<file path="config.mk">
export PLATFORM = sky130hd
export DESIGN_NAME = lsf_index
export DESIGN_NICKNAME = d
export VERILOG_FILES = /design/src/rtl/lsf_pkg.sv /design/src/rtl/lsf_index.sv
export SDC_FILE = /design/constraint.sdc
export NUM_CORES = 1
export LEC_CHECK = 0
export BUFFER_PORTS_ARGS = -buffer_cell sky130_fd_sc_hd__buf_2
export CAP_MARGIN = 10
export CELL_PAD_IN_SITES_DETAIL_PLACEMENT = 2
export CELL_PAD_IN_SITES_GLOBAL_PLACEMENT = 2
export CORE_AREA = 2 2 97 62
export DETAILED_ROUTE_END_ITERATION = 10
export DIE_AREA = 0 0 99 64
export PLACE_DENSITY = 0.74
export REMOVE_ABC_BUFFERS = 1
export SYNTH_ARGS = -nofsm -noshare
export SYNTH_HDL_FRONTEND = slang
export SYNTH_SLANG_ARGS = --single-unit
</file>
<file path="constraint.sdc">
create_clock -name clk -period 3.9 [get_ports clk]
set_clock_uncertainty 0.2 [all_clocks]
set_input_delay 0.78 -clock clk [delete_from_list [all_inputs] [get_ports clk]]
set_output_delay 0.78 -clock clk [all_outputs]
set_load 0.01 [all_outputs]
</file>
<file path="src/rtl/lsf_pkg.sv">
// Package for the largest square finder: item types and fixed field widths.
// No dependencies; largest_square_finder, lsf_index and lsf_cell import it.
package lsf_pkg;

  localparam int SizeW = 11;
  localparam int PosW  = 10;
  localparam logic [SizeW-1:0] SizeMax = {SizeW{1'b1}};
  localparam logic [SizeW-1:0] RowLengthReset = 11'd1024;

  typedef struct packed {
    logic cell_free;
    logic last_cell;
  } lsf_in_t;

  typedef struct packed {
    logic [SizeW-1:0] cell_size;
    logic [SizeW-1:0] best_size;
    logic [PosW-1:0]  best_row;
    logic [PosW-1:0]  best_col;
  } lsf_out_t;

  typedef struct packed {
    logic cell_free;
    logic last_cell;
    logic row_end;
  } lsf_flags_t;

endpackage

</file>
<file path="src/rtl/lsf_index.sv">
// Column and row counters of the largest square finder.
// Depends on lsf_pkg; advances once for every item taken in.
module lsf_index
  import lsf_pkg::*;
#(
  parameter int MAX_COLS = 1024,
  parameter int MAX_ROWS = 1024,
  parameter int ColW     = 10,
  parameter int RowW     = 10
) (
  input  logic             clk,
  input  logic             rst,
  input  logic             step,
  input  logic             last_cell,
  input  logic [SizeW-1:0] row_length,
  output logic [ColW-1:0]  col,
  output logic [RowW-1:0]  row,
  output logic             row_end
);

  localparam int LenW = ($clog2(MAX_COLS + 1) > SizeW) ? $clog2(MAX_COLS + 1) : SizeW;

  logic [LenW-1:0] len_raw;
  logic [LenW-1:0] len_eff;
  logic [LenW-1:0] col_inc;

  always_comb begin
    len_raw = LenW'(row_length);
    if (len_raw == '0) begin
      len_eff = LenW'(1);
    end else if (len_raw > LenW'(MAX_COLS)) begin
      len_eff = LenW'(MAX_COLS);
    end else begin
      len_eff = len_raw;
    end
    col_inc = LenW'(col) + LenW'(1);
    row_end = (col_inc >= len_eff);
  end

  always_ff @(posedge clk) begin
    if (rst) begin
      col <= '0;
      row <= '0;
    end else if (step) begin
      if (last_cell) begin
        col <= '0;
        row <= '0;
      end else if (row_end) begin
        col <= '0;
        if (row != RowW'(MAX_ROWS - 1)) begin
          row <= row + RowW'(1);
        end
      end else begin
        col <= ColW'(col_inc);
      end
    end
  end

endmodule

</file>
==> summary.md <==
| Metric | Value |
|---|---|
| Status | complete, no violations |
| GP Congestion | 0.8250 |
| FFs w/ async S/R, synth | 0% |
| Initial drt markers | 66 |
| Total Routing Usage GR | between 10% and 20% |
| Setup violators final | 0 |
| Root Buffer | clkbuf_8 |
| First-pass GRT wire length | ~9.9 mm |
| Slew margin rel. | about half |
| Initial antenna violation count | 0 |
| Final antenna diode count | 0 |
| Non-Filler Cell Area, Final | about 0.0019 mm^2 |
| CTS tree | done |
| Post-DP HPWL | roughly 4.8 mm |
| Cts bufs inserted | 3 |
| Kind of critical path | flop to primary output |
| Fmax achieved | about 270 MHz |
| #FFs+latches synth | 20 |
| Routed Wire Length | between 6 and 7 mm |
| Critical path fanouts, max | 5 |
| Slew Limit Fails | 0 |
| Distinct cells, synth | 46 |
| Detail Route Antenna Nets | 0 |
| DR DRC count | 0 |
| Synth Instances | around 200 |
| Power Total | between 0.0004 and 0.0005 W |
| Post-Syn Area | around 0.0016 mm^2 |
| DR vias/cell | 5.567 |
| Initial Utilization | about 29% |
| Die ar. | roughly 0.0063 mm^2 |
| Core area | between 0.005 and 0.006 mm^2 |
| Max-Cap Viols | 0 |
| Vert. Die Dim | 64 um |
| IO Pins | 36 |
| Crit path required time | between 2000 and 3000 ps |
| LEAKAGE | between 0.8 and 0.9 nW |
| Placement Rows | 21 |
| Min-Delay Path Class | flop to flop |
| Share of cells above drive strength 1 | between 20% and 30% |
| Routed length per placed instance | slightly below 20 um |
| Top FF cell, synth | dfxtp_1 |
| Slew at the pin closest to its max-slew limit | 717.0 ps |
| Ys Warns | 0 |
| Placed Area | between 0.0015 and 0.002 mm^2 |
| H-tree depth | 1 |
| Max Root-Sink Buffers | 2 |
| Final net count | roughly 270 |
| Area Growth Syn to Fin | 22.89% |
| CP endpoint kind | primary output |
| Syn Area/Cell | slightly below 8 um^2 |
| DR pass1 iterations | 4 |
| RSZ-0062 raised after global routing | no |
| Power Dens Cells | approximately 230 mW/mm^2 |
| Number of synthesized flops with an enable pin | 0 |
| Setup_tns | 0 ps |
| Vias in the first global route | about 1,800 |
| WHS | slightly above 300 ps |
| Min Tclk post-route | about 3700 ps |
| Via Count | around 1,700 |
| Sequential element share of the synthesized area | 25.26% |
| Clock sinks | 20 |
| Final Util | 36.17% |
| Hold_buf cts | 0 |
| CP arrival | roughly 2800 ps |
| Final hold vios | 0 |
| Clock slew at reported path FFs | roughly 80 ps |
| GRT overflow | 0 |
| Number of port buffers | 35 |
| CP Launch Type | flop |
| Pin count of the biggest net entering global routing | 27 |
| Max rail drop VDD | a little over 0.09 mV |
| Die X | around 100 um |
| Clk_lat worst skew | between 200 and 300 ps |
| Fin crit share | ~96% |
## metrics by stage
stage / setup slack [ps] / cells
CTS: 9.227 / 314
finish: 163.6 / 314
detailed placement: 290.2 / 309
global placement: 359.7 / 309
floorplan: 232.4 / 198
global route: 0.5431 / 314
## flip-flops by register name (all words and copies together) (netlist names)
register	count
col	10
row	10
## worst paths after layout
check / startpoint / endpoint / slack [ps] / cells after the start
max: col[3] / row_end / 160 / 10
min: col[0] / col[0] / 310 / 2
max reg2reg: col[1] / row[9] / 560 / 12
min reg2reg: col[0] / col[0] / 310 / 2
## cells in the mapped netlist, drive strengths merged (2+ instances only)
| library cell | n | area, um^2 |
|---|---|---|
| nand2b | 2 | 12.51 |
| clkinv | 2 | 7.510 |
| a211oi | 2 | 20.02 |
| o32ai | 6 | 52.55 |
| o22ai | 5 | 31.28 |
| nor3 | 3 | 31.28 |
| nand3 | 12 | 60.06 |
| and2 | 2 | 12.51 |
| xor2 | 3 | 26.28 |
| nand4 | 9 | 56.30 |
| dfxtp | 20 | 400.4 |
| mux2i | 4 | 40.04 |
| inv | 14 | 52.55 |
| buf | 5 | 33.78 |
| nand2 | 32 | 120.1 |
| nor4 | 4 | 25.02 |
| and4 | 3 | 26.28 |
| a31oi | 9 | 56.30 |
| nor2 | 4 | 15.01 |
| ha | 13 | 162.7 |
| o21ai | 9 | 45.04 |
| clkbuf | 2 | 7.510 |
| a21oi | 16 | 83.83 |
| nor2b | 2 | 12.51 |
| a21o | 3 | 22.52 |
| and3 | 7 | 45.05 |
## final cells by class
| class | count | area (um^2) |
|---|---|---|
| multi-input combinational | 162 | 1107 |
| timing repair buffer | 43 | 235.2 |
| fill | 633 | 3438 |
| inverter | 16 | 60.06 |
| sequential | 20 | 404.1 |
| tap | 69 | 86.33 |
| clock buffer | 4 | 55.05 |
## report_power, final
group	total [W]	internal [W]	switching, W
combinational	0.0000764	0.0000276	0.0000488
clock	0.000169	0.0000902	0.0000790
sequential	0.000206	0.000205	0.00000126
total	0.000452	0.000323	0.000129
## cell usage in the layout (no fill, tap or decap), types with 3 or more instances in the layout
cell and count:
a21o_1 3, a21oi_1 15, a31oi_1 9, and3_1 6, buf_2 35, buf_4 8
clkbuf_8 4, dfxtp_1 17, dfxtp_2 3, ha_1 12, inv_1 14, mux2i_1 4
nand2_1 32, nand3_1 11, nand4_1 9, nor2_1 4, nor4_1 4, o21ai_0 6
o21ai_1 3, o22ai_1 5, o32ai_1 6, xor2_1 3
## repair_timing
item	4_1_cts	5_1_grt
endpoints found under the setup margin	1	1
resized for setup	0	9
buffers inserted	1	0
pin swaps	1	2
## cells by family after synthesis
logic type,count (synthesis),synth area share [%]
AO/OA/AOI/OAI,56,24.39
XOR/XNOR,4,2.210
AND/OR/NAND/NOR,84,28.26
adder cells (fa/ha/maj),13,10.26
flip-flops,20,25.26
multiplexers,5,3.236
buffers and inverters,23,6.393
## layer usage
metal,track usage (%),vias to the layer above,wire (um)
met4,3.082,0,35
li1,-,845,-
met2,29.81,25,2520
met3,2.735,2,197
met5,0,-,0
met1,30.16,876,3282
## critical path, stage by stage (launching register included)
cell and delay, ps:
dfxtp_2 380, and4_4 280, and4_1 220, and3_1 170, xor2_1 210, ha_1 300, a21o_1 200, a21o_1 260
a21oi_4 210, nand2_1 100, buf_2 160
Note: power is estimated with default switching activity, not from simulation.
