### config.mk
export PLATFORM = sky130hd
export DESIGN_NAME = lsf_cell
export DESIGN_NICKNAME = d
export VERILOG_FILES = /design/src/rtl/lsf_pkg.sv /design/src/rtl/lsf_cell.sv
export SDC_FILE = /design/constraint.sdc
export NUM_CORES = 1
export LEC_CHECK = 0
export ABC_AREA = 1
export BUFFER_PORTS_ARGS = -buffer_cell sky130_fd_sc_hd__buf_2
export CAP_MARGIN = 25
export CORE_AREA = 2 2 76 115
export DETAILED_ROUTE_END_ITERATION = 16
export DIE_AREA = 0 0 78 117
export PLACE_DENSITY = 0.73
export SLEW_MARGIN = 25
export SYNTH_ARGS = -nofsm -noshare
export SYNTH_HDL_FRONTEND = slang
export SYNTH_SLANG_ARGS = --single-unit
### constraint.sdc
create_clock -name clk -period 5.3 [get_ports clk]
set_input_delay 0.53 -clock clk [delete_from_list [all_inputs] [get_ports clk]]
set_output_delay 0.53 -clock clk [all_outputs]
set_load 0.005 [all_outputs]
### src/rtl/lsf_pkg.sv
// Package for the largest square finder: item types and fixed field widths.
// No dependencies; largest_square_finder, lsf_index and lsf_cell import it.
package lsf_pkg;

  localparam int SizeW = 11;
  localparam int PosW  = 10;
  localparam logic [SizeW-1:0] SizeMax = {SizeW{1'b1}};
  localparam logic [SizeW-1:0] RowLengthReset = 11'd1024;

  typedef struct packed {
    logic cell_free;
    logic last_cell;
  } lsf_in_t;

  typedef struct packed {
    logic [SizeW-1:0] cell_size;
    logic [SizeW-1:0] best_size;
    logic [PosW-1:0]  best_row;
    logic [PosW-1:0]  best_col;
  } lsf_out_t;

  typedef struct packed {
    logic cell_free;
    logic last_cell;
    logic row_end;
  } lsf_flags_t;

endpackage

### src/rtl/lsf_cell.sv
// Square size of one cell and the running best square of the grid.
// Depends on lsf_pkg; holds the left, diagonal and best registers.
module lsf_cell
  import lsf_pkg::*;
#(
  parameter int ColW = 10,
  parameter int RowW = 10
) (
  input  logic             clk,
  input  logic             rst,
  input  logic             adv,
  input  lsf_flags_t       flags,
  input  logic [ColW-1:0]  col,
  input  logic [RowW-1:0]  row,
  input  logic [SizeW-1:0] up,
  output logic [SizeW-1:0] size,
  output logic [SizeW-1:0] best_size,
  output logic [RowW-1:0]  best_row,
  output logic [ColW-1:0]  best_col
);

  logic [SizeW-1:0] left_size;
  logic [SizeW-1:0] diag_size;
  logic [SizeW-1:0] best_size_reg;
  logic [RowW-1:0]  best_row_reg;
  logic [ColW-1:0]  best_col_reg;
  logic [SizeW-1:0] min_ul;
  logic [SizeW-1:0] min_all;
  logic             better;

  always_comb begin
    min_ul  = (up < left_size) ? up : left_size;
    min_all = (min_ul < diag_size) ? min_ul : diag_size;
    if (!flags.cell_free) begin
      size = '0;
    end else if (row == '0 || col == '0) begin
      size = SizeW'(1);
    end else if (min_all == SizeMax) begin
      size = SizeMax;
    end else begin
      size = min_all + SizeW'(1);
    end
    better    = (size > best_size_reg);
    best_size = better ? size : best_size_reg;
    best_row  = better ? row : best_row_reg;
    best_col  = better ? col : best_col_reg;
  end

  always_ff @(posedge clk) begin
    if (rst) begin
      left_size     <= '0;
      diag_size     <= '0;
      best_size_reg <= '0;
      best_row_reg  <= '0;
      best_col_reg  <= '0;
    end else if (adv) begin
      if (flags.last_cell) begin
        left_size     <= '0;
        diag_size     <= '0;
        best_size_reg <= '0;
        best_row_reg  <= '0;
        best_col_reg  <= '0;
      end else begin
        left_size     <= flags.row_end ? '0 : size;
        diag_size     <= flags.row_end ? '0 : up;
        best_size_reg <= best_size;
        best_row_reg  <= best_row;
        best_col_reg  <= best_col;
      end
    end
  end

endmodule
==> qor.txt <==
worst slew pin tran -> 1.067 ns
CP Class -> flip-flop to output pin
Detailed Place HPWL -> 9240 µm
via count -> 5512
Final Cycle Share -> 1.191
Site Rows -> 41
Seq/Total Area, Yosys -> 0.2615
Final Max Tran Viols -> 0
clock-pin transition on the worst setup and hold timing paths -> 0.08 ns
Sum Neg Setup Slack -> -33.81 ns
setup slack, reg-to-reg -> -0.28 ns
largest net degree at the start of global routing -> 56
final hold vios -> 0
# Max-Cap Violations -> 0
Final Non-Filler Cells -> 959
fmax -> 0.1584 GHz
placed cells -> 904
Skew-Pair Late Insertion Delay -> 0.30 ns
H-tree Lvls -> 2
clk root buf -> clkbuf_16
commonest cells after routing, fill and taps aside -> nand2_1, buf_4, inv_1
r2r startpoint -> left_size[9]$_SDFFE_PP0P_
placed cell area -> 0.005253 mm²
unrepaired setup endpoints after global routing -> true
Distinct cells, synth -> 35
CP Launch Point -> left_size[9]$_SDFFE_PP0P_
CTS hold repair buffers -> 0
Synth warnings -> 0
worst setup path end -> best_col[5]
worst IR drop on VDD -> 608.6 µV
RR Endpoint -> best_size_reg[9]$_SDFFE_PP0P_
min setup slack post-route -> -1.014 ns
Die Span Y -> 117 µm
Initial Utilization -> 0.4944
Final Critical Period -> 6.314 ns
Hold WS -> 0.4675 ns
synthesized area -> 0.004058 mm²
first-pass iteration count of the detailed router -> 5
Post-Route WL -> 18210 µm
area grow syn2layout -> 73.79%
Critical Path Max Stage Delay -> 0.35 ns
Die ar. -> 0.009126 mm²
Post-Syn Nets -> 714
Post-DRT Antenna Nets -> 0
Core ar. -> 0.008208 mm²
initial antenna violation count -> 0
CP max stage cell -> dfxtp_2
violated checks -> negative setup slack
CTS tree -> built
GRT Total Usage -> 0.3011
leakage -> 0.003229 µW
Synth async-reset ratio -> 0
I/O Buffers -> 78
Seq cells post-synth -> 53
Post-Synthesis Cells -> 646
Avg Vias per Cell -> 5.748
final core occ -> 0.8591
Post-synth EDFFs -> 0
n_diodes -> 0
status -> finished, violations left
Min-Delay Path Class -> flip-flop to flip-flop
global route overflow -> 0
Register-to-Register Path Depth -> 34
TritonCTS buffer count -> 5
worst path arrival time -> 5.78 ns
Setup crit start kind -> flip-flop
layout cells sized above 1 -> 0.5211
# DRC -> 0
die width -> 78 µm
crit end category -> output pin
GPL Wtd Cong -> 0.9046
Post-synth top flop -> dfxtp_1
Nets -> 919
Worst slew margin -> 0.2859
Critical Path RT -> 4.77 ns
clock skew -> 0.007505 ns
CP Max Fanout -> 8
most frequent CP cell -> nand2_4
post-route cell area -> 0.007052 mm²
final setup vio count -> 62
Mapped Avg Cell Area -> 6.281 µm²
global-route wire length before repair -> 22070 µm
clk sinks -> 53
Cell Pwr Density -> 611.0 mW/mm²
Top-Level Pins -> 79
Bufs on Longest Clock Path -> 2
number of global-route vias before repair -> 4913
drt wl/cell -> 18.99 µm
DRT iter0 DRCs -> 390
## kinds of logic after synthesis
group                    Yosys count  share of synthesized area
adder cells (fa/ha/maj)           31                    0.09559
XOR/XNOR                           4                   0.008636
flip-flops                        53                     0.2615
AND/OR/NAND/NOR                  339                     0.3882
AO/OA/AOI/OAI                     87                     0.1122
buffers and inverters            132                     0.1338
## critical path: cells and delay by family, from the launching register on
family                   cells  cell delay (ns)
buffers and inverters        8             1.07
AO/OA/AOI/OAI                6             0.99
adder cells (fa/ha/maj)      3             0.75
AND/OR/NAND/NOR             18             2.34
flip-flops                   1             0.35
## where the power goes
group          internal, µW  switching [µW]
Clock                   177             166
Sequential              458            36.6
Combinational          1830            1640
Total                  2470            1840
## per-stage QoR
stage | setup slack (ns) | power [µW]
after detailed placement | -0.8428 | 2408
final | -1.014 | 4309
after global routing | -1.188 | 4515
after floorplan | 0.003059 | 1588
after CTS | -0.6247 | 3310
after global placement | -0.6984 | 2366
## cell usage after synthesis, types with 2 or more instances
cell      count  area (µm²)
nand2_4       2       22.52
buf_2         8       40.04
buf_6         4       45.04
inv_2         2       7.510
nor2_2        4       25.02
and3_1        2       12.51
clkbuf_1     15       56.30
nand3_2       3       30.03
nor3_1        3       15.01
ha_1         31       387.9
nand2_1     170       638.1
and2_1       32       200.2
xnor2_1       3       26.28
nand3_1      79       395.4
a211oi_1      2       15.01
buf_1         2       7.510
nor4_1        3       18.77
nand2_2       8       50.05
nor2_1       21       78.83
buf_4         2       15.01
o21ai_0       4       20.02
o21ai_1       2       10.01
dfxtp_1      53        1061
a21oi_1      75       375.4
inv_1        99       371.6
nand4_1       8       50.05
## repair_timing
item	in CTS	in global routing
setup endpoints to repair	61	62
pin swaps	30	63
resized for setup	108	172
buffers inserted	19	26
cloned	3	5
## area by class of cell
cell class              count  area [µm²]
multi-input cells         462        3503
repair buffers            228        1813
fillers                   411        1156
flip-flops and latches     53        1071
inverters                 101       384.1
well taps                 107       133.9
clock buffers               5       125.1
clock inverters             3       21.27
## per-layer routing
metal	share of wire	global-route usage	wire, µm	vias to the layer above
met1	0.35	0.3202	6295	2608
li1	-	-	-	2469
met3	0.070	0.03834	1281	110
met2	0.51	0.5782	9287	325
met4	0.074	0.1544	1350	0
met5	0	0	0	-
## worst min-delay path by stage
stage	to	start	slack, ns	cells after the start
after floorplan	left_size[1]$_SDFFE_PP0P_	left_size[1]$_SDFFE_PP0P_	0.44	2
after global placement	best_col_reg[8]$_SDFFE_PP0P_	best_col_reg[8]$_SDFFE_PP0P_	0.45	2
after detailed placement	best_row_reg[5]$_SDFFE_PP0P_	best_row_reg[5]$_SDFFE_PP0P_	0.46	2
after CTS	best_row_reg[5]$_SDFFE_PP0P_	best_row_reg[5]$_SDFFE_PP0P_	0.47	2
after global routing	best_size_reg[3]$_SDFFE_PP0P_	best_size_reg[3]$_SDFFE_PP0P_	0.48	2
final	best_row_reg[5]$_SDFFE_PP0P_	best_row_reg[5]$_SDFFE_PP0P_	0.47	2
Note: power is estimated with default switching activity, not from simulation.
